--- config.mk ---
export PLATFORM = sky130hd
export DESIGN_NAME = hsd_front
export DESIGN_NICKNAME = d
export VERILOG_FILES = /design/src/hdl/hsd_pkg.sv /design/src/hdl/hsd_front.sv
export SDC_FILE = /design/constraint.sdc
export NUM_CORES = 1
export LEC_CHECK = 0
export ABC_AREA = 1
export BUFFER_PORTS_ARGS = -buffer_cell sky130_fd_sc_hd__buf_2
export CAP_MARGIN = 15
export CELL_PAD_IN_SITES_DETAIL_PLACEMENT = 0
export CELL_PAD_IN_SITES_GLOBAL_PLACEMENT = 1
export CORE_ASPECT_RATIO = 0.5
export CORE_MARGIN = 2
export CORE_UTILIZATION = 40
export CTS_BUF_LIST = sky130_fd_sc_hd__clkbuf_4 sky130_fd_sc_hd__clkbuf_8
export DETAILED_ROUTE_END_ITERATION = 7
export PLACE_DENSITY_LB_ADDON = 0.1
export SYNTH_ARGS = -nofsm -noshare
export SYNTH_HDL_FRONTEND = slang
export SYNTH_SLANG_ARGS = --single-unit
export TNS_END_PERCENT = 50
--- constraint.sdc ---
create_clock -name clk_i -period 4.66 [get_ports clk_i]
set_clock_uncertainty 0.15 [all_clocks]
set_input_delay 0.932 -clock clk_i [delete_from_list [all_inputs] [get_ports clk_i]]
set_output_delay 0.932 -clock clk_i [all_outputs]
set_load 0.02 [all_outputs]
--- src/hdl/hsd_pkg.sv ---
// shared types and constants of the huffman table search decoder
`default_nettype none
package hsd_pkg;

  localparam int unsigned TABLE_DEPTH   = 256;
  localparam int unsigned MAX_CODE_BITS = 31;
  localparam int unsigned QUEUE_DEPTH   = 4;
  localparam int unsigned RES_DEPTH     = 2;

  localparam int unsigned SYM_W   = 8;
  localparam int unsigned LEN_W   = 5;
  localparam int unsigned CODE_W  = 31;
  localparam int unsigned COUNT_W = 32;
  localparam int unsigned IDX_W   = $clog2(TABLE_DEPTH);
  localparam int unsigned FILL_W  = $clog2(TABLE_DEPTH + 1);
  localparam int unsigned QPTR_W  = $clog2(QUEUE_DEPTH);
  localparam int unsigned QCNT_W  = $clog2(QUEUE_DEPTH + 1);
  localparam int unsigned RPTR_W  = $clog2(RES_DEPTH);
  localparam int unsigned RCNT_W  = $clog2(RES_DEPTH + 1);

  typedef enum logic [1:0] {
    ACT_CLEAR = 2'd0,
    ACT_LOAD  = 2'd1,
    ACT_BIT   = 2'd2,
    ACT_NONE  = 2'd3
  } action_e;

  typedef enum logic [1:0] {
    CMD_CLEAR = 2'd0,
    CMD_LOAD  = 2'd1,
    CMD_BIT   = 2'd2
  } cmd_kind_e;

  typedef struct packed {
    logic [1:0]        action;
    logic [SYM_W-1:0]  entry_symbol;
    logic [LEN_W-1:0]  entry_length;
    logic [CODE_W-1:0] entry_code;
    logic              code_bit;
  } in_t;

  typedef struct packed {
    logic [SYM_W-1:0] symbol;
    logic             not_found;
    logic             last;
  } out_t;

  typedef struct packed {
    logic [SYM_W-1:0]  symbol;
    logic [LEN_W-1:0]  length;
    logic [CODE_W-1:0] code;
  } entry_t;

  typedef struct packed {
    cmd_kind_e kind;
    entry_t    entry;
    logic      code_bit;
  } cmd_t;

endpackage
`default_nettype wire

--- src/hdl/hsd_front.sv ---
// request classification and command queue in front of the table search
`default_nettype none
module hsd_front (
  input  wire logic         clk_i,
  input  wire logic         rst_ni,
  input  wire logic         push_i,
  output logic              full_o,
  input  wire hsd_pkg::in_t in_data_i,
  output logic              cmd_valid_o,
  output hsd_pkg::cmd_t     cmd_o,
  input  wire logic         cmd_ready_i
);

  hsd_pkg::cmd_t                queue_mem [hsd_pkg::QUEUE_DEPTH];
  logic [hsd_pkg::QPTR_W-1:0]   wr_ptr_q, wr_ptr_d;
  logic [hsd_pkg::QPTR_W-1:0]   rd_ptr_q, rd_ptr_d;
  logic [hsd_pkg::QCNT_W-1:0]   count_q, count_d;
  hsd_pkg::cmd_t                cmd_new;
  logic                         keep;
  logic                         wr_en;
  logic                         rd_en;

  always_comb begin
    cmd_new.entry.symbol = in_data_i.entry_symbol;
    cmd_new.entry.length = in_data_i.entry_length;
    cmd_new.entry.code   = in_data_i.entry_code;
    cmd_new.code_bit     = in_data_i.code_bit;
    cmd_new.kind         = hsd_pkg::CMD_BIT;
    keep                 = 1'b0;
    case (hsd_pkg::action_e'(in_data_i.action))
      hsd_pkg::ACT_CLEAR: begin
        cmd_new.kind = hsd_pkg::CMD_CLEAR;
        keep         = 1'b1;
      end
      hsd_pkg::ACT_LOAD: begin
        cmd_new.kind = hsd_pkg::CMD_LOAD;
        keep         = (in_data_i.entry_length != '0) &&
                       (32'(in_data_i.entry_length) <= hsd_pkg::MAX_CODE_BITS);
      end
      hsd_pkg::ACT_BIT: begin
        cmd_new.kind = hsd_pkg::CMD_BIT;
        keep         = 1'b1;
      end
      default: begin
        keep = 1'b0;
      end
    endcase
  end

  assign full_o      = (count_q == hsd_pkg::QCNT_W'(hsd_pkg::QUEUE_DEPTH));
  assign cmd_valid_o = (count_q != '0);
  assign cmd_o       = queue_mem[rd_ptr_q];
  assign wr_en       = push_i && !full_o && keep;
  assign rd_en       = cmd_valid_o && cmd_ready_i;

  always_comb begin
    wr_ptr_d = wr_ptr_q;
    rd_ptr_d = rd_ptr_q;
    count_d  = count_q;
    if (wr_en) begin
      wr_ptr_d = (wr_ptr_q == hsd_pkg::QPTR_W'(hsd_pkg::QUEUE_DEPTH - 1)) ? '0
                 : wr_ptr_q + hsd_pkg::QPTR_W'(1);
    end
    if (rd_en) begin
      rd_ptr_d = (rd_ptr_q == hsd_pkg::QPTR_W'(hsd_pkg::QUEUE_DEPTH - 1)) ? '0
                 : rd_ptr_q + hsd_pkg::QPTR_W'(1);
    end
    if (wr_en && !rd_en) begin
      count_d = count_q + hsd_pkg::QCNT_W'(1);
    end else if (rd_en && !wr_en) begin
      count_d = count_q - hsd_pkg::QCNT_W'(1);
    end
  end

  always_ff @(posedge clk_i or negedge rst_ni) begin
    if (!rst_ni) begin
      wr_ptr_q <= '0;
      rd_ptr_q <= '0;
      count_q  <= '0;
    end else begin
      wr_ptr_q <= wr_ptr_d;
      rd_ptr_q <= rd_ptr_d;
      count_q  <= count_d;
    end
  end

  always_ff @(posedge clk_i) begin
    if (wr_en) begin
      queue_mem[wr_ptr_q] <= cmd_new;
    end
  end

endmodule
`default_nettype wire

==> results.md <==
- Root Driver: clkbuf_8
- Flop-to-flop setup slack: 2.24 ns
- Core Footprint: 0.0183 mm^2
- Slew Limit Fails: 0
- Syn-to-layout area delta: 14.8%
- H-Tree Level Count: 4
- Critical Path Max Stage Delay: 0.69 ns
- Primary FF master, synth: edfxtp_1
- CP max-delay cell: buf_4
- Largest net degree at the start of global routing: 85
- Total global routing overflow: 0
- Mapped Cells: 515
- Die area: 0.0198 mm^2
- Maximum clock path buffer count: 2
- Fraction of registers with async set/reset: 0.0359
- Layout cells sized above 1: 0.239
- Vias in the first global route: 4221
- Leak: 2.96 nW
- Synth top area cells: edfxtp_1 (76%), o21ai_0 (5.9%), nor2_1 (5.4%)
- Drt drc: 0
- Place WS: 1.41 ns
- Register bit total from synthesis: 195
- Synth top area share: 0.758
- Status: completed
- CP max FO: 84
- Initial antenna violation count: 1
- Cell Area, Synth: 0.00744 mm^2
- DRT Pass-1 Iters: 4
- Post-CTS Resized: 0
- Num rows: 35
- Synth Net Count: 573
- DR iter-0 viols: 302
- Startpoint type of the worst setup path: register
- Total CTS buffers: 17
- CTS tree: built
- HPWL Detailed: 8600 um
- Vias after detailed routing: 4383
- Worst rel slew slack: 0.408
- Placed Cells: 831
- Slew @ Worst Pin: 0.887 ns
- Wire per inst: 18.1 um
- Count leader, synth: edfxtp_1
- DIE WIDTH: 197 um
- PwrDens: 622 mW/mm^2
- Hold Fails Final Rpt: 0
- Crit path cell chain: buf_4 > o21ai_0 > o22ai_1 > buf_2
- Ys Warns: 0
- Post-Syn Area per Cell: 14.5 um^2
- WS Path Type: reg -> out
- Worst-path clk slew: 0.10 ns
- Buffers on Ports: 99
- First-pass GRT wire length: 24000 um
- Post-synth cell types: 23
- Clock Latency Late Sink: 0.45 ns
- Final Power: 0.00532 W
- Crit share post-route: 0.768
- # fillers: 1672
- Final setup violation count: 0
- Max-cap violations: 0
- Post-CTS setup buffers: 0
- DRT antenna net count: 0
- EDFF count, synth: 188
- Final nets: 668
- Total track usage: 0.165
- Post-synth top cells: edfxtp_1 (188), nor2_1 (107), o21ai_0 (88)
- Hold Crit Class: in -> async
- Starting Density: 0.407
- CTS Sinks: 195
- Setup TNS: 0 ns
- Req. time, crit path: 3.58 ns
- Post-synthesis sequential area ratio: 0.782
- IO Pins: 100
- Via/cell ratio: 5.08
- RSZ-0062 raised after global routing: false
- GPL Wtd Cong: 0.723
- Non-Filler Instances: 863
- Die Ht: 100 um
- Hold Buf Count CTS: 0
- Final WL: 15600 um
- Fmax: 280 MHz
- Final worst slack: 1.08 ns
- Ant. Diodes: 0
- Endpoint class of the critical path: primary output
- Max VDD drop: 0.453 mV
- Cell taking the most area after synthesis: edfxtp_1
- Post-layout min period: 3.58 ns
- Critical path arrival: 2.50 ns
## through the flow
step            util  area (um^2)  hold slack, ns
6_report       0.467         8550           0.147
5_1_grt        0.467         8550           0.121
4_1_cts        0.467         8550           0.118
3_5_place_dp   0.446         8160           0.389
3_3_place_gp   0.446         8160           0.393
2_1_floorplan      -         7440           0.342
## worst paths after layout
| check | startpoint | to | depth (start not counted) |
|---|---|---|---|
| min in group clk_i | wr_ptr_q[1] | wr_ptr_q[1] | 2 |
| min | rst_ni | wr_ptr_q[1] | 1 |
| max reg2reg | count_q[2] | queue_mem[0][4] | 6 |
| max | rd_ptr_q[0] | cmd_o[17] | 4 |
| min reg2reg | wr_ptr_q[1] | wr_ptr_q[1] | 2 |
| max in group asynchronous | rst_ni | rd_ptr_q[0] | 1 |
## cell families (layout without fill, tap and decap cells)
family	count (synthesis)	count (layout)	synth area share
AO/OA/AOI/OAI	145	145	0.105
AND/OR/NAND/NOR	120	120	0.0622
buffers and inverters	45	153	0.0338
adder cells (fa/ha/maj)	7	7	0.0128
XOR/XNOR	2	2	0.00235
flip-flops	195	195	0.782
multiplexers	1	1	0.00151
## worst max-delay path, delay by kind of cell (launching register included)
| family | cells | cell delay (ns) |
|---|---|---|
| buffers and inverters | 2 | 0.92 |
| AO/OA/AOI/OAI | 2 | 0.53 |
| flip-flops | 1 | 0.52 |
## routing by layer
| metal | routed length [um] | global-route usage | vias to the layer above |
|---|---|---|---|
| li1 | - | - | 2097 |
| met2 | 7240 | 0.256 | 68 |
| met3 | 550 | 0.0375 | 11 |
| met4 | 124 | 0.0538 | 2 |
| met5 | 7 | 0 | - |
| met1 | 7700 | 0.233 | 2205 |
## power by group
group          switching [W]  internal (W)
clock               0.000625      0.000451
combinational        0.00140      0.000585
sequential         0.0000799       0.00218
total                0.00211       0.00321
## sequential cells by signal, summed over array words and instances, names as in the netlist
register   count
queue_mem    188
wr_ptr_q       2
count_q        3
rd_ptr_q       2
## cells in the final DEF (no fill, tap or decap), drive strengths merged
| cell | instances |
|---|---|
| a21oi | 3 |
| buf | 107 |
| bufinv | 1 |
| clkbuf | 18 |
| clkinv | 5 |
| dfrtp | 7 |
| edfxtp | 188 |
| fa | 1 |
| ha | 6 |
| inv | 22 |
| mux2 | 1 |
| nand2 | 9 |
| nand3 | 3 |
| nor2 | 107 |
| nor3 | 1 |
| o21ai | 95 |
| o22ai | 47 |
| xnor2 | 1 |
| xor2 | 1 |
## cell type report
type | instances | area (um^2) | area share
Inverter | 14 | 52.6 | 0.00615
Multi-Input combinational cell | 275 | 1400 | 0.164
Clock inverter | 14 | 145 | 0.0170
Sequential cell | 195 | 5830 | 0.682
Timing Repair Buffer | 107 | 581 | 0.0679
Clock buffer | 18 | 241 | 0.0283
Tap cell | 240 | 300 | 0.0351
Note: power is estimated with default switching activity, not from simulation.
