<file path="config.mk">
export PLATFORM = sky130hd
export DESIGN_NAME = hsd_result_buf
export DESIGN_NICKNAME = d
export VERILOG_FILES = /design/src/hdl/hsd_pkg.sv /design/src/hdl/hsd_result_buf.sv
export SDC_FILE = /design/constraint.sdc
export NUM_CORES = 1
export LEC_CHECK = 0
export ABC_AREA = 1
export CAP_MARGIN = 20
export CORE_UTILIZATION = 59
export CTS_CLUSTER_SIZE = 30
export DETAILED_ROUTE_END_ITERATION = 16
export DONT_BUFFER_PORTS = 1
export GPL_ROUTABILITY_DRIVEN = 0
export PLACE_DENSITY_LB_ADDON = 0.25
export REMOVE_ABC_BUFFERS = 1
export SETUP_SLACK_MARGIN = 0.2
export SYNTH_ARGS = -nofsm -noshare
export SYNTH_HDL_FRONTEND = slang
export SYNTH_SLANG_ARGS = --single-unit
export TNS_END_PERCENT = 5
</file>
<file path="constraint.sdc">
create_clock -name clk_i -period 2.13 [get_ports clk_i]
set_clock_uncertainty 0.15 [all_clocks]
set_input_delay 0 -clock clk_i [delete_from_list [all_inputs] [get_ports clk_i]]
set_output_delay 0 -clock clk_i [all_outputs]
set_load 0.02 [all_outputs]
</file>
<file path="src/hdl/hsd_pkg.sv">
// shared types and constants of the huffman table search decoder
`default_nettype none
package hsd_pkg;

  localparam int unsigned TABLE_DEPTH   = 256;
  localparam int unsigned MAX_CODE_BITS = 31;
  localparam int unsigned QUEUE_DEPTH   = 4;
  localparam int unsigned RES_DEPTH     = 2;

  localparam int unsigned SYM_W   = 8;
  localparam int unsigned LEN_W   = 5;
  localparam int unsigned CODE_W  = 31;
  localparam int unsigned COUNT_W = 32;
  localparam int unsigned IDX_W   = $clog2(TABLE_DEPTH);
  localparam int unsigned FILL_W  = $clog2(TABLE_DEPTH + 1);
  localparam int unsigned QPTR_W  = $clog2(QUEUE_DEPTH);
  localparam int unsigned QCNT_W  = $clog2(QUEUE_DEPTH + 1);
  localparam int unsigned RPTR_W  = $clog2(RES_DEPTH);
  localparam int unsigned RCNT_W  = $clog2(RES_DEPTH + 1);

  typedef enum logic [1:0] {
    ACT_CLEAR = 2'd0,
    ACT_LOAD  = 2'd1,
    ACT_BIT   = 2'd2,
    ACT_NONE  = 2'd3
  } action_e;

  typedef enum logic [1:0] {
    CMD_CLEAR = 2'd0,
    CMD_LOAD  = 2'd1,
    CMD_BIT   = 2'd2
  } cmd_kind_e;

  typedef struct packed {
    logic [1:0]        action;
    logic [SYM_W-1:0]  entry_symbol;
    logic [LEN_W-1:0]  entry_length;
    logic [CODE_W-1:0] entry_code;
    logic              code_bit;
  } in_t;

  typedef struct packed {
    logic [SYM_W-1:0] symbol;
    logic             not_found;
    logic             last;
  } out_t;

  typedef struct packed {
    logic [SYM_W-1:0]  symbol;
    logic [LEN_W-1:0]  length;
    logic [CODE_W-1:0] code;
  } entry_t;

  typedef struct packed {
    cmd_kind_e kind;
    entry_t    entry;
    logic      code_bit;
  } cmd_t;

endpackage
`default_nettype wire

</file>
<file path="src/hdl/hsd_result_buf.sv">
// two entry result queue toward the receiver
`default_nettype none
module hsd_result_buf (
  input  wire logic          clk_i,
  input  wire logic          rst_ni,
  input  wire logic          res_valid_i,
  input  wire hsd_pkg::out_t res_i,
  output logic               res_ready_o,
  output logic               empty_o,
  output hsd_pkg::out_t      out_data_o,
  input  wire logic          pop_i
);

  hsd_pkg::out_t               buf_mem [hsd_pkg::RES_DEPTH];
  logic [hsd_pkg::RPTR_W-1:0]  wr_ptr_q, wr_ptr_d;
  logic [hsd_pkg::RPTR_W-1:0]  rd_ptr_q, rd_ptr_d;
  logic [hsd_pkg::RCNT_W-1:0]  count_q, count_d;
  logic                        wr_en;
  logic                        rd_en;

  assign res_ready_o = (count_q != hsd_pkg::RCNT_W'(hsd_pkg::RES_DEPTH));
  assign empty_o     = (count_q == '0);
  assign out_data_o  = buf_mem[rd_ptr_q];
  assign wr_en       = res_valid_i && res_ready_o;
  assign rd_en       = pop_i && !empty_o;

  always_comb begin
    wr_ptr_d = wr_ptr_q;
    rd_ptr_d = rd_ptr_q;
    count_d  = count_q;
    if (wr_en) begin
      wr_ptr_d = (wr_ptr_q == hsd_pkg::RPTR_W'(hsd_pkg::RES_DEPTH - 1)) ? '0
                 : wr_ptr_q + hsd_pkg::RPTR_W'(1);
    end
    if (rd_en) begin
      rd_ptr_d = (rd_ptr_q == hsd_pkg::RPTR_W'(hsd_pkg::RES_DEPTH - 1)) ? '0
                 : rd_ptr_q + hsd_pkg::RPTR_W'(1);
    end
    if (wr_en && !rd_en) begin
      count_d = count_q + hsd_pkg::RCNT_W'(1);
    end else if (rd_en && !wr_en) begin
      count_d = count_q - hsd_pkg::RCNT_W'(1);
    end
  end

  always_ff @(posedge clk_i or negedge rst_ni) begin
    if (!rst_ni) begin
      wr_ptr_q <= '0;
      rd_ptr_q <= '0;
      count_q  <= '0;
    end else begin
      wr_ptr_q <= wr_ptr_d;
      rd_ptr_q <= rd_ptr_d;
      count_q  <= count_d;
    end
  end

  always_ff @(posedge clk_i) begin
    if (wr_en) begin
      buf_mem[wr_ptr_q] <= res_i;
    end
  end

endmodule
`default_nettype wire

</file>
==> results_dict.tcl, run 1 <==
set metrics [dict create \
    multiInputGateArea_um2 213 \
    cts_tree "done" \
    grt_pass1_vias 611 \
    power_leakage_nw 0.499 \
    synth_top_cell_by_area "edfxtp_1" \
    slew_headroom 0.719 \
    synth_top_area_frac 0.632 \
    synthTopCellsByCount "36 x nand2_1, 20 x edfxtp_1, 6 x inv_1, 4 x dfrtp_1, 3 x nor2_1" \
    worst_pin_slew_ps 420 \
    critPathLaunchType "flop" \
    grt_max_degree 14 \
    ant_nets 0 \
    vias_per_cell 5.24 \
    rsz0062_at_grt "false" \
    min_from "res_i[9]" \
    r2r_end "count_q[1]" \
    post_cts_resize_count 0 \
    yosysWarnings 0 \
    crit_required_ps 2190 \
    clockBufferDepth 2 \
    async_flop_share 0.167 \
    grt_pass1_wl_um 2660 \
    synth_area_um2 950 \
    rows 14 \
    synthCells 81 \
    syn_to_final_growth_pct 21.7 \
    drt-initial-drc-count 9 \
    synth_flop_cell "edfxtp_1" \
    drv_slew 0 \
    whs_path_depth 1 \
    setup_tns_ps 0 \
    fin_crit_ps 1710 \
    maxCapViolCount 0 \
    dp_hpwl_um 1050 \
    setup_violations 0 \
    grt_antenna_before_repair 0 \
    vias 613 \
    clk_latency_ps 310 \
    fmax_mhz 586 \
    ys_ff_latch 24 \
    pwr_density_cell_nw_per_um2 1310 \
    synth_area_leaders "edfxtp_1 63%, nand2_1 14%, dfrtp_1 11%" \
    wl_per_cell_um 14.1 \
    arrival_ps 1770 \
    clk_pin_slew_ps 120 \
    cts_made_buffers 3 \
    wl_um 1650 \
    irDropWorstVdd_uv 919 \
    min_path_type "input port to flop" \
    core_um2 1510 \
    grt_usage 0.208 \
    worst_slack_ps 422 \
    finalCritPeriodShare 0.802 \
    io_pins 26 \
    holdWs_ps 191 \
    synth-edff-count 20 \
    seq_area_frac_synth 0.738 \
    cts_hold_buf 14 \
    fill_cells 97 \
    p_total_mw 1.51 \
    regToRegSetupSlack_ps 420 \
    r2r-start "count_q[0]" \
    dieArea_um2 1770 \
    postCtsSetupRepairBufs 0 \
    synth.most_common_cell "nand2_1" \
    drt-pass1-iter-count 4 \
    clkSinkCount 24 \
    post-route-drc-count 0 \
    fin_cells 117 \
    place_ws_ps 456 \
    critPathKind "flop to flop" \
    crit_fanout 5 \
    h-tree-depth 1 \
    dp_cells 99 \
    clockRootBuffer "clkbuf_4" \
    die_h_um 42.1 \
    regArea_um2 701 \
    status "complete, no violations" \
    overflow 0 \
    final_nets 117 \
    avgSynthCellArea_um2 11.7 \
    end_kind "flop" \
    hold_violations 0 \
    hold_end "buf_mem[0][9]" \
    die_w_um 42.1 \
    port_buffers 0 \
    ys_types 15 \
    insertedDiodeCount 0 \
    start_util 0.630 \
    reg2reg_depth 9 \
    drive_above_1_share 0.0990 \
]
worst max-delay path by stage:
stage	from	endpoint	slack, ps	cells past startpoint
finish	count_q[0]	count_q[1]	420	9
global route	count_q[0]	count_q[1]	340	9
CTS	count_q[0]	count_q[1]	440	9
detailed placement	count_q[0]	count_q[1]	460	9
global placement	count_q[0]	count_q[1]	570	9
floorplan	count_q[0]	buf_mem[1][0]	480	4
stage by stage:
| step | area [µm²] | utilization |
|---|---|---|
| final | 1160 | 0.767 |
| after global routing | 1160 | 0.767 |
| after CTS | 1160 | 0.767 |
| after detailed placement | 990 | 0.657 |
| after global placement | 990 | 0.657 |
| after floorplan | 940 | - |
routing by layer:
metal	global-route usage	share of wire
met5	0	0
met2	0.394	0.55
met1	0.220	0.38
met4	0.0813	0.025
met3	0.0517	0.045
power breakdown:
group | total [mW] | switching, mW | internal [mW]
Sequential | 0.738 | 0.0874 | 0.650
Combinational | 0.575 | 0.411 | 0.164
Clock | 0.196 | 0.123 | 0.0731
state kept, by name (all words and copies together), names as in the netlist:
name,flops
wr_ptr_q,1
buf_mem,20
rd_ptr_q,1
count_q,2
placed cells by master (no fill, tap or decap):
cell type	count
ha_1	1
inv_1	6
o21ai_1	1
xor2_1	1
buf_4	4
xnor2_1	1
dlygate4sd3_1	14
nand2_2	2
clkbuf_4	3
dfrtp_1	4
nand3b_1	1
inv_2	1
clkbuf_1	1
nand2_1	36
nand4_1	1
nor2_1	3
nand3_1	1
edfxtp_1	20
kinds of logic (layout without fill, tap and decap cells):
group	after synthesis	after routing	synth area share
DFF	24	24	0.738
xor gates and xnor gates	2	2	0.0184
adders and majority gates	1	1	0.0132
buffers and inverters	9	29	0.0382
AOI/OAI and AO/OA	1	1	0.00527
and+or+nand+nor	44	44	0.187
area by class of cell:
type                       count  area share
inverter                       7      0.0227
sequential                    24       0.606
timing repair buffer          18       0.147
multi-input combinational     48       0.184
tap                           16      0.0173
clock buffer                   4      0.0227
worst max-delay path, stage by stage, from the launching register on:
cell and delay (ps):
dfrtp_1 460, inv_2 90, nand2_2 110, nand2_2 130
inv_1 70, ha_1 340, inv_1 90, nand3_1 80
nand2_1 60, nand2_1 40
No activity file was read; power rests on OpenSTA's default activity.
==> run 2: changes to the inputs <==
Settings changed: CORE_UTILIZATION 59 to 53.
Clock period 2.13 ns to 1.4 ns, I/O delays scaled along.
==> results_dict.tcl, run 2 <==
set metrics [dict create \
    haltStage "global routing" \
    port_buffers 0 \
    cts_made_buffers 3 \
    yosysWarnings 0 \
    clkSinkCount 24 \
    synth_top_cell_by_area "edfxtp_1" \
    io_pins 26 \
    h-tree-depth 1 \
    die_h_um 44.3 \
    dp_hpwl_um 920 \
    avgSynthCellArea_um2 11.7 \
    ys_ff_latch 24 \
    grt_max_degree 15 \
    status "aborted with a tool error" \
    clockBufferDepth 2 \
    synthCells 81 \
    synth_area_um2 950 \
    grt-worst-endpoint "count_q[1]$_DFFE_PN0P_/D" \
    synthTopCellsByCount "36 x nand2_1, 20 x edfxtp_1, 6 x inv_1, 4 x dfrtp_1, 3 x nor2_1" \
    synth-edff-count 20 \
    die_w_um 44.3 \
    synth_top_area_frac 0.632 \
    seq_area_frac_synth 0.738 \
    rows 14 \
    synth_flop_cell "edfxtp_1" \
    dp_cells 112 \
    async_flop_share 0.167 \
    ys_types 15 \
    synth.most_common_cell "nand2_1" \
    clockRootBuffer "clkbuf_4" \
    error "[ERROR DPL-0038] Utilization greater than 100%, impossible to legalize" \
    place_area_um2 1040 \
    synth_area_leaders "edfxtp_1 63%, nand2_1 14%, dfrtp_1 11%" \
    start_util 0.596 \
    worst_endpoint_kind "register data pin" \
]
run 2: cell counts after synthesis:
No cell type changed its count.
run 2: stage by stage:
step                TNS, ps  setup slack (ps)   util
floorplan             -5170              -251      -
global placement      -4.22             -4.22  0.651
CTS                   -13.9             -13.9  0.974
detailed placement     -529             -68.6  0.651
run 2: kinds of logic after synthesis:
logic type / after synthesis / share of synthesized area
compound gates: 1 / 0.00527
fa+ha+maj: 1 / 0.0132
xor+xnor: 2 / 0.0184
buf+inv: 9 / 0.0382
simple gates: 44 / 0.187
flops: 24 / 0.738
run 2: what timing repair did:
| item | 4_1_cts |
|---|---|
| pin swaps | 24 |
| setup endpoints to repair | 34 |
| resized for setup | 80 |
| setup buffers | 3 |
| cloned | 1 |
| hold endpoints to repair | 28 |
| hold buffers | 14 |
==> run 3: changes to the inputs <==
Settings changed: CORE_AREA set to 2 2 63 65, CORE_UTILIZATION 53 to not set, CTS_CLUSTER_SIZE 30 to not set, DIE_AREA set to 0 0 65 67, PLACE_DENSITY_LB_ADDON 0.25 to 0.15, SETUP_SLACK_MARGIN 0.2 to not set.
Clock period 1.4 ns to 1.8 ns, I/O delays scaled along.
==> results_dict.tcl, run 3 (synthesis results as in run 1) <==
set metrics [dict create \
    status "complete, no violations" \
    port_buffers 0 \
    irDropWorstVdd_uv 831 \
    vias 609 \
    largest_reg_flops 20 \
    clkSinkCount 24 \
    h-tree-depth 1 \
    crit_required_ps 1810 \
    dieArea_um2 4360 \
    power_leakage_nw 0.524 \
    post_cts_resize_count 0 \
    die_w_um 65 \
    slew_headroom 0.724 \
    maxCapViolCount 0 \
    post-route-drc-count 0 \
    clk_pin_slew_ps 80 \
    pwr_density_cell_nw_per_um2 1630 \
    start_util 0.263 \
    layout_commonest_cell "nand2_1" \
    fin_crit_ps 1630 \
    clk_latency_ps 260 \
    finalCritPeriodShare 0.906 \
    drt-pass1-iter-count 4 \
    critPathKind "flop to flop" \
    fmax_mhz 613 \
    die_h_um 67 \
    grt_usage 0.0887 \
    core_um2 3610 \
    mostFrequentLayoutCells "36 x nand2_1, 20 x edfxtp_1, 14 x dlygate4sd3_1" \
    grt_pass1_wl_um 2840 \
    syn_to_final_growth_pct 31.5 \
    reg_top3 "buf_mem x20, count_q x2" \
    arrival_ps 1640 \
    drt-initial-drc-count 43 \
    grt_pass1_vias 625 \
    hold_violations 0 \
    insertedDiodeCount 0 \
    grt_antenna_before_repair 0 \
    wl_per_cell_um 11.8 \
    drive_above_1_share 0.118 \
    clockBufferDepth 2 \
    drv_slew 0 \
    setup_violations 0 \
    dp_hpwl_um 1190 \
    vias_per_cell 4.06 \
    end_kind "flop" \
    rows 22 \
    fill_cells 365 \
    final_area_um2 1250 \
    min_path_type "input port to flop" \
    p_comb_frac 0.365 \
    internal_power_mw 1.28 \
    cts_made_buffers 3 \
    clockPowerShare 0.225 \
    place_area_um2 1040 \
    final_nets 118 \
    rsz0062_at_grt "false" \
    sw_frac_of_total 0.371 \
    crit_fanout 5 \
    ant_nets 0 \
    cts_tree "done" \
    grt_max_degree 15 \
    seq_power_share 0.410 \
    p_sw_mw 0.756 \
    critPathLaunchType "flop" \
    overflow 0 \
    io_pins 26 \
    holdWs_ps 234 \
    setup_tns_ps 0 \
    largest_register "buf_mem" \
    worst_pin_slew_ps 414 \
    clockRootBuffer "clkbuf_8" \
    wl_um 1770 \
]
## run 3: repair_timing
action                                  in CTS  in global routing
endpoints found under the hold margin       27                  0
buffers inserted                             0                  0
hold buffers                                14                  0
endpoints found under the setup margin       0                  0
## run 3: worst max-delay path, cell delays in order, from the launching register on
cell and delay (ps):
dfrtp_1 440, inv_2 80, nand2_2 100, nand2_2 120, inv_1 50, ha_1 310
inv_1 80, nand3_1 80, nand2_1 60, nand2_1 50
## run 3: final timing paths
check                                start  slack (ps)  cells after the start            end
worst max-delay path            count_q[0]         170                      9     count_q[1]
worst min-delay path              res_i[1]         230                      1  buf_mem[0][1]
worst max register to register  count_q[0]         170                      9     count_q[1]
worst min register to register    wr_ptr_q         410                      2       wr_ptr_q
max in group asynchronous           rst_ni         930                      2       rd_ptr_q
min in group asynchronous           rst_ni         390                      2     count_q[1]
## run 3: metrics by stage
stage	cells	setup slack (ps)	utilization	power [mW]
4_1_cts	150	153	0.346	2.07
3_5_place_dp	132	164	0.288	1.58
6_report	150	170	0.346	2.04
2_1_floorplan	79	149	-	1.37
3_3_place_gp	132	201	0.288	1.56
5_1_grt	150	31.3	0.346	2.18
## run 3: cell type report
| cell class | instances | area [µm²] | area share |
|---|---|---|---|
| clock inverters | 1 | 30.0 | 0.0240 |
| multi-input cells | 48 | 213 | 0.170 |
| repair buffers | 19 | 178 | 0.142 |
| clock buffers | 3 | 41.3 | 0.0331 |
| flip-flops and latches | 24 | 701 | 0.561 |
| well taps | 48 | 60.1 | 0.0481 |
| inverters | 7 | 26.3 | 0.0210 |
## run 3: power by group through the flow
stage / combinational [mW] / clock (mW) / sequential (mW)
after floorplan: 0.515 / 0 / 0.858
after global placement: 0.718 / 0 / 0.843
after detailed placement: 0.725 / 0 / 0.850
after CTS: 0.756 / 0.473 / 0.837
after global routing: 0.836 / 0.499 / 0.850
final: 0.743 / 0.458 / 0.836
## run 3: per-layer routing
metal	wire length, µm	vias up	track usage
li1	-	302	-
met1	737	281	0.0950
met2	873	24	0.161
met3	131	2	0.0304
met4	27	0	0.0319
met5	0	-	0
==> run 4: changes to the inputs <==
Settings changed: PLACE_DENSITY set to 0.49, PLACE_DENSITY_LB_ADDON 0.15 to not set, SLEW_MARGIN set to 15.
==> results_dict.tcl, run 4 (synthesis results as in run 1) <==
set metrics [dict create \
    critPathLaunchType "flop" \
    crit_required_ps 1810 \
    grt_max_degree 15 \
    layout_commonest_cell "nand2_1" \
    fin_crit_ps 1670 \
    grt_antenna_before_repair 0 \
    startpoint "count_q[0]" \
    maxCapViolCount 0 \
    cts_made_buffers 3 \
    worst_slack_ps 135 \
    regToRegSetupSlack_ps 130 \
    drt-pass1-iter-count 4 \
    crit_fanout 5 \
    end_kind "flop" \
    power_leakage_nw 0.519 \
    clockRootBuffer "clkbuf_8" \
    r2r-start "count_q[0]" \
    place_ws_ps 149 \
    final_area_um2 1240 \
    drt-initial-drc-count 23 \
    place_area_um2 1030 \
    status "complete, no violations" \
    finalCritPeriodShare 0.925 \
    rsz0062_at_grt "false" \
    vias_per_cell 4.20 \
    largest_reg_flops 20 \
    grt_pass1_wl_um 3080 \
    dieArea_um2 4360 \
    mostFrequentLayoutCells "36 x nand2_1, 20 x edfxtp_1, 14 x dlygate4sd3_1" \
    slew_headroom 0.752 \
    holdWs_ps 244 \
    insertedDiodeCount 0 \
    cts_tree "done" \
    overflow 0 \
    fmax_mhz 601 \
    dp_cells 131 \
    clk_pin_slew_ps 80 \
    fin_cells 149 \
    crit_path_end "count_q[1]" \
    reg2reg_depth 9 \
    final_core_util 0.344 \
    start_util 0.263 \
    met1_usage 0.105 \
    critPathKind "flop to flop" \
    grt_pass1_vias 672 \
    port_buffers 0 \
    die_w_um 65 \
    io_pins 26 \
    clockBufferDepth 2 \
    fill_cells 373 \
    drv_slew 0 \
    grt_usage 0.0964 \
    min_path_type "input port to flop" \
    h-tree-depth 1 \
    use_met2 0.173 \
    worst_pin_slew_ps 371 \
    r2r_end "count_q[1]" \
    reg_top3 "buf_mem x20, count_q x2" \
    post-route-drc-count 0 \
    drive_above_1_share 0.109 \
    post_cts_resize_count 0 \
    grt.met3_usage 0.0253 \
    setup_tns_ps 0 \
    wl_um 1890 \
    final_nets 117 \
    wl_per_cell_um 12.7 \
    core_um2 3610 \
    top_usage_layer "met2" \
    p_total_mw 2.03 \
    hold_violations 0 \
    irDropWorstVdd_uv 628 \
    arrival_ps 1680 \
    largest_register "buf_mem" \
    clk_latency_ps 260 \
    clkSinkCount 24 \
    die_h_um 67 \
    vias 626 \
    setup_violations 0 \
    ant_nets 0 \
    syn_to_final_growth_pct 30.7 \
    pwr_density_cell_nw_per_um2 1640 \
    rows 22 \
]
## run 4: timing repair
action / CTS / global route
hold endpoints to repair: 27 / 0
hold buffers: 14 / 0
buffers inserted: 0 / 0
## run 4: worst max-delay path: stages, from the launching register on
cell     delay [ps]
dfrtp_1         450
inv_2            90
nand2_2         110
nand2_2         130
inv_1            60
ha_1            320
inv_1            90
nand3_1          80
nand2_1          60
nand2_1          40
## run 4: worst min-delay path by stage
stage,depth (start not counted),end,slack (ps),start
floorplan,0,count_q[0],-450,rst_ni
global placement,0,count_q[0],-450,rst_ni
detailed placement,0,count_q[0],-450,rst_ni
CTS,1,buf_mem[0][9],230,res_i[9]
global route,1,buf_mem[0][1],240,res_i[1]
finish,1,buf_mem[1][9],240,res_i[9]
## run 4: per-layer routing
layer,vias up,routed length (µm),part of all wire
met5,-,0,0
met4,0,10,0.0053
met3,2,94,0.050
met2,20,1010,0.53
met1,304,773,0.41
li1,300,-,-
## run 4: final cells by class
class                   count  area, µm²  share of cell area
inverters                   7       26.3              0.0212
multi-input cells          48        213               0.171
flip-flops and latches     24        701               0.565
clock inverters             1       30.0              0.0242
well taps                  48       60.1              0.0484
repair buffers             18        170               0.137
clock buffers               3       41.3              0.0333
## run 4: power breakdown
group          switching, mW  internal (mW)
sequential            0.0688          0.771
clock                  0.168          0.297
combinational          0.525          0.205
total                  0.762           1.27
